**src/hw/rtl/skgc_pkg.sv**
```systemverilog
// ---------------------------------------------------------------------------
// Soft-knee gain computer package
// Widths, fixed-point constants, register indexes and the divider word type
// shared by the gain computer and its division steps.
// ---------------------------------------------------------------------------
package skgc_pkg;

    // Fraction bits of every level, knee, ratio and gain value.
    localparam int FRAC_BITS = 8;

    localparam int LVL_W     = 17;   // detector level and threshold
    localparam int RATIO_W   = 15;   // ratio register
    localparam int KNEE_W    = 14;   // knee width register
    localparam int GAIN_W    = 18;   // gain change result
    localparam int CFG_IDX_W = 2;    // configuration register index
    localparam int CFG_W     = 17;   // configuration write data

    // Clamped ratio, wide enough to hold 1.0 for FRAC_BITS up to 16.
    localparam int R_W       = 17;
    localparam int RNUM_W    = RATIO_W;          // ratio minus 1.0
    localparam int D2_W      = LVL_W + 4;        // doubled distance, signed
    localparam int P2_W      = KNEE_W + 1;       // position inside the knee
    localparam int BASE_W    = 2 * P2_W;         // squared position or distance
    localparam int KR_W      = KNEE_W + R_W;     // knee times ratio
    localparam int N_W       = RNUM_W + BASE_W;  // numerator
    localparam int DEN_W     = KR_W + 3;         // denominator
    localparam int A_W       = N_W + 2;          // rounded dividend
    localparam int B_W       = DEN_W + 1;        // rounded divisor
    localparam int Q_W       = 17;               // quotient bits kept
    localparam int BS_W      = B_W + Q_W - 1;    // divisor aligned to the top bit

    localparam logic [R_W-1:0] RATIO_ONE  = {{(R_W-1){1'b0}}, 1'b1} << FRAC_BITS;
    localparam logic [Q_W-1:0] GAIN_LIMIT = Q_W'(98304);

    typedef enum logic [CFG_IDX_W-1:0] {
        CFG_THRESHOLD = 2'd0,
        CFG_RATIO     = 2'd1,
        CFG_KNEE      = 2'd2,
        CFG_UPWARD    = 2'd3
    } t_cfg_index;

    // One word in flight through the restoring divider.
    typedef struct packed {
        logic [A_W-1:0]  rem;   // partial remainder
        logic [BS_W-1:0] dvs;   // divisor, shifted down one place per step
        logic [Q_W-1:0]  quo;   // quotient bits so far
        logic            sat;   // quotient does not fit, result saturates
        logic            up;    // upward mode for this word
    } t_div_word;

endpackage

```
**src/hw/rtl/skgc_div_step.sv**
```systemverilog
// ---------------------------------------------------------------------------
// Soft-knee gain computer division step
// One registered restoring division step: develops one quotient bit.
// ---------------------------------------------------------------------------
module skgc_div_step (
    input  logic                 i_clk,
    input  logic                 i_rst_n,
    input  logic                 i_load,
    input  logic                 i_valid,
    input  skgc_pkg::t_div_word  i_word,
    output logic                 o_valid,
    output skgc_pkg::t_div_word  o_word
);
    import skgc_pkg::*;

    logic      n_fit;
    t_div_word n_word;
    logic      r_valid;
    t_div_word r_word;

    // When the divisor fits it is not above the remainder, so its low bits suffice.
    always_comb begin
        n_fit      = {{(BS_W-A_W){1'b0}}, i_word.rem} >= i_word.dvs;
        n_word     = i_word;
        if (n_fit) begin
            n_word.rem = i_word.rem - i_word.dvs[A_W-1:0];
        end
        n_word.quo = {i_word.quo[Q_W-2:0], n_fit};
        n_word.dvs = i_word.dvs >> 1;
    end

    always_ff @(posedge i_clk) begin
        if (!i_rst_n) begin
            r_valid <= 1'b0;
        end else if (i_load) begin
            r_valid <= i_valid;
        end
        if (i_load) begin
            r_word <= n_word;
        end
    end

    assign o_valid = r_valid;
    assign o_word  = r_word;

endmodule

```
**config.mk**
```make
export PLATFORM = sky130hd
export DESIGN_NAME = skgc_div_step
export DESIGN_NICKNAME = d
export VERILOG_FILES = /design/src/hw/rtl/skgc_pkg.sv /design/src/hw/rtl/skgc_div_step.sv
export SDC_FILE = /design/constraint.sdc
export NUM_CORES = 1
export LEC_CHECK = 0
export ABC_AREA = 1
export CAP_MARGIN = 20
export CORE_MARGIN = 2
export CORE_UTILIZATION = 39
export DETAILED_ROUTE_END_ITERATION = 6
export DONT_BUFFER_PORTS = 1
export PLACE_DENSITY_LB_ADDON = 0.2
export SLEW_MARGIN = 20
export SYNTH_ARGS = -nofsm -noshare
export SYNTH_HDL_FRONTEND = slang
export SYNTH_SLANG_ARGS = --single-unit
```
**constraint.sdc**
```tcl
create_clock -name i_clk -period 4.22 [get_ports i_clk]
set_input_delay 0.633 -clock i_clk [delete_from_list [all_inputs] [get_ports i_clk]]
set_output_delay 0.633 -clock i_clk [all_outputs]
set_load 0.02 [all_outputs]
```
Yosys cells after proc, flatten, opt, wreduce, memory -nomap -nowiden

Cells that the tools add are included.

Input bits: 121
Register bits after elaboration: 117
Word-level logic and storage cells: 9
Output and inout bits: 118

$add $sub $neg: 1
Mux-type cells: 1
Magnitude comparators: 1

Operators with widths:

| operator                                     | count |
|---|---|
| greater-or-equal comparator 47 x 51 -> 1 bit | 1 |
| 2-to-1 mux 47 bit                            | 1 |
| subtractor 47 bit                            | 1 |

Longest topological paths before layout

Depth after elaboration: 2
Mapped depth: 17
Gate-level depth less buffers: 16

Worst setup path before layout

Ideal clock, no wire load.

Kind: in2reg
Start point: input i_word[53] (netlist bit)
End point: register r_word (netlist bit o_word[82]), data pin
Data required time: 3.967 ns
Slack: 1.891 ns
Stages: 14
Data arrival time: 2.076 ns
Buffers on the path: 2
Library setup time: 0.253 ns
Cells stage by stage: inv_1 > ha_1 > nand2_1 > inv_2 > a21oi_2 > nand2_1 > inv_1 > nand2_1 > a21oi_2 > nand3_2 > buf_6 > buf_8 > nand2_2 > nand2_1

RTL lines:

| what                 | line                | source |
|---|---|---|
| start, declared      | skgc_div_step.sv:10 | `input skgc_pkg::t_div_word i_word,` |
| end signal, assigned | skgc_div_step.sv:39 | `r_word <= n_word;` |
| end, declared        | skgc_div_step.sv:19 | `t_div_word r_word;` |

==> impl_metrics.ini <==
[power]
p_leak_nw = 4.912
ir_worst_vdd_mv = 0.2111
power_density_mw_per_mm2 = 388.3

[timing]
rsz0062_at_grt = no
fmax_mhz = 397.5
hold_viol = 0
setup_viol = 0
post-route-period-util_pct = 59.61
slew_violations = 0
worst_hold_slack_ns = 0.2985
finClkSkew_ns = 0
worst_pin_slew_ns = 0.6023
fin_setup_tns_ns = 0
period_minus_slack_ns = 2.516
relSlewSlack_pct = 59.85

[final_layout]
drive_gt1_share_pct = 6.357
finalNonFillerCells = 1507
nNetsFinal = 1383
antenna_cells = 0
fin_util_pct = 43.42
syn2layout_area_growth_pct = 9.625

[worst_setup_path]
reg2reg_depth = 2
path_buf_inv = 3
path_common_cell = nand2_1
crit_end = o_word[112]$_DFFE_PP_
slowest_stage = buf_4
cp_top_family = simple AND/OR/NAND/NOR gates
path_depth = 13
path_cells = inv_1, ha_1, nand2_1, nor2_1, nand2_1, inv_1, nand2_1, nand2_1, a21oi_4, nand3_2, buf_4, nand2_1, nand2_1
cp-end-kind = flop
worstPathRequired_ns = 4.52
timing.rr.start = o_valid$_SDFFE_PN0P_
arrival_ns = 2.81
max_stage_delay_ns = 0.48
rrSetupSlack_ns = 3.46
critPathMaxFanout = 48
reg2reg_to = o_valid$_SDFFE_PN0P_
critPathLaunchType = input port
critPathKind = in -> reg
crit_start = i_word[46]

[floorplanning]
dieArea_sq_mm = 0.02337
row_count = 54
die_w_um = 152.9
initial_core_util_pct = 39.61
ios = 239
die_h_um = 152.9
design.core.area_sq_mm = 0.02182

[clock_tree]
cts_root_buffer = clkbuf_16
cts-resized-gates = 0
cts.sinks = 117
clock_latency_ns = 0.42
path_clk_slew_ns = 0.06
cts_buffer_depth = 2
numCtsBuffers = 17
cts.htree.levels = 4
postCtsSetupBuffers = 0
cts_hold_buffers = 0
cts_tree = yes

[routing]
vias = 7266
routedWlPerCell_um = 16.84
drt_wl_total_um = 25380
drtAntennaViolNets = 0
via_per_inst = 4.821
drt_drc_violations_left = 0
drtIter0Drc = 391
dr.pass1.iters = 5

[min_path]
holdPathStages = 0
worst_hold_path_type = in -> reg

[placement]
dp.cells = 1475
io_buffers = 0
hpwl_um = 19750
place_congestion = 0.9170

[yosys]
synthFlopType = edfxtp_1
ys_warn_count = 0
async_reset_ff_share_pct = 0
yosysUniqueCellTypes = 35
avgSynthCellArea_sq_um = 7.127
synth.ff_latch_count = 117
netlist_instances = 1213
syn_area_sq_mm = 0.008645
yosysSeqAreaShare_pct = 40.53
synth_edf_count = 116
synth_nets = 1382

[global_route]
overflow = 0
grt_pass1_wl_um = 39610
grt_max_degree = 119
grt_pass1_vias = 7152
track_usage_pct = 21.67
antenna_found_initial = 0

[outcome]
status = complete, no violations

[flow_run]
max_cap_viol_count = 0
==> worst min path at each step <==
stage | startpoint | end | slack, ns
after floorplan | o_valid$_SDFFE_PN0P_ | o_valid$_SDFFE_PN0P_ | 0.61
after global placement | o_valid$_SDFFE_PN0P_ | o_valid$_SDFFE_PN0P_ | 0.63
after detailed placement | o_valid$_SDFFE_PN0P_ | o_valid$_SDFFE_PN0P_ | 0.64
after CTS | i_word[26] | o_word[25]$_DFFE_PP_ | 0.28
after global routing | i_word[5] | o_word[6]$_DFFE_PP_ | 0.28
final | i_word[24] | o_word[23]$_DFFE_PP_ | 0.30
==> where the power goes <==
| group | switching [mW] | internal [mW] | total, mW |
|---|---|---|---|
| sequential | 0.153 | 1.40 | 1.55 |
| clock | 0.559 | 0.941 | 1.50 |
| combinational | 0.427 | 0.205 | 0.632 |
==> cells in the mapped netlist (4+ instances only) <==
cell type / instances / area share, %
o21bai_1: 5 / 0.43
buf_2: 7 / 0.41
buf_6: 5 / 0.65
nand3_1: 46 / 2.7
nand4_1: 55 / 4.0
inv_1: 247 / 11
edfxtp_1: 116 / 40
ha_1: 47 / 6.8
a21oi_1: 29 / 1.7
xor2_1: 23 / 2.3
nor3_1: 4 / 0.23
nor2_1: 84 / 3.6
inv_2: 10 / 0.43
nor2_2: 6 / 0.43
nand2_2: 15 / 1.1
nand2_1: 480 / 21
buf_4: 6 / 0.52
==> sequential cells by signal (all words and copies together), names as in the netlist <==
register  count
o_valid       1
o_word      116
==> worst reg2reg max path, cell delays in order (launching register included) <==
cell and delay, ns:
dfxtp_1 0.45, o21ai_0 0.13, a21oi_1 0.12
==> final cells by class <==
| class | count | area, sq um |
|---|---|---|
| Clock buffer | 19 | 442.9 |
| Sequential cell | 117 | 3503 |
| Fill cell | 2299 | 12350 |
| Inverter | 258 | 968.4 |
| Multi-Input combinational cell | 816 | 4023 |
| Tap cell | 280 | 350.3 |
| Timing Repair Buffer | 4 | 30.03 |
| Clock inverter | 13 | 158.9 |
==> layout by cell type, fill, tap and decap left out, types with 5 or more instances in the layout <==
cell	count
a21oi_1	29
clkbuf_16	17
edfxtp_1	116
ha_1	47
inv_1	247
inv_2	10
nand2_1	480
nand2_2	15
nand3_1	45
nand4_1	55
nor2_1	84
nor2_2	6
o21bai_1	5
xor2_1	23
==> stage by stage <==
stage | worst slack [ns] | power, mW | area (sq um)
floorplan | 1.891 | 2.037 | 8645
global placement | 1.298 | 2.200 | 8875
detailed placement | 1.273 | 2.201 | 8875
CTS | 1.684 | 3.724 | 9477
global route | 1.464 | 3.856 | 9477
finish | 1.704 | 3.680 | 9477
==> routing by layer <==
metal | vias up | part of all wire [%] | global-route usage [%]
met1 | 3246 | 48 | 29.69
met3 | 19 | 7.0 | 6.805
met4 | 0 | 0.89 | 4.056
met5 | - | 0 | 0
met2 | 228 | 44 | 34.14
li1 | 3773 | - | -
==> kinds of logic (layout without fill, tap and decap cells) <==
kind of cell	count (synthesis)	count (layout)	share of synthesized area, %
fa+ha+maj	48	48	7.034
flops	117	117	40.53
buf+inv	280	294	13.08
other cells	1	1	0.04338
compound gates	41	41	2.663
xor+xnor	25	25	2.533
simple gates	701	701	34.12
(Power assumes the default switching activity.)
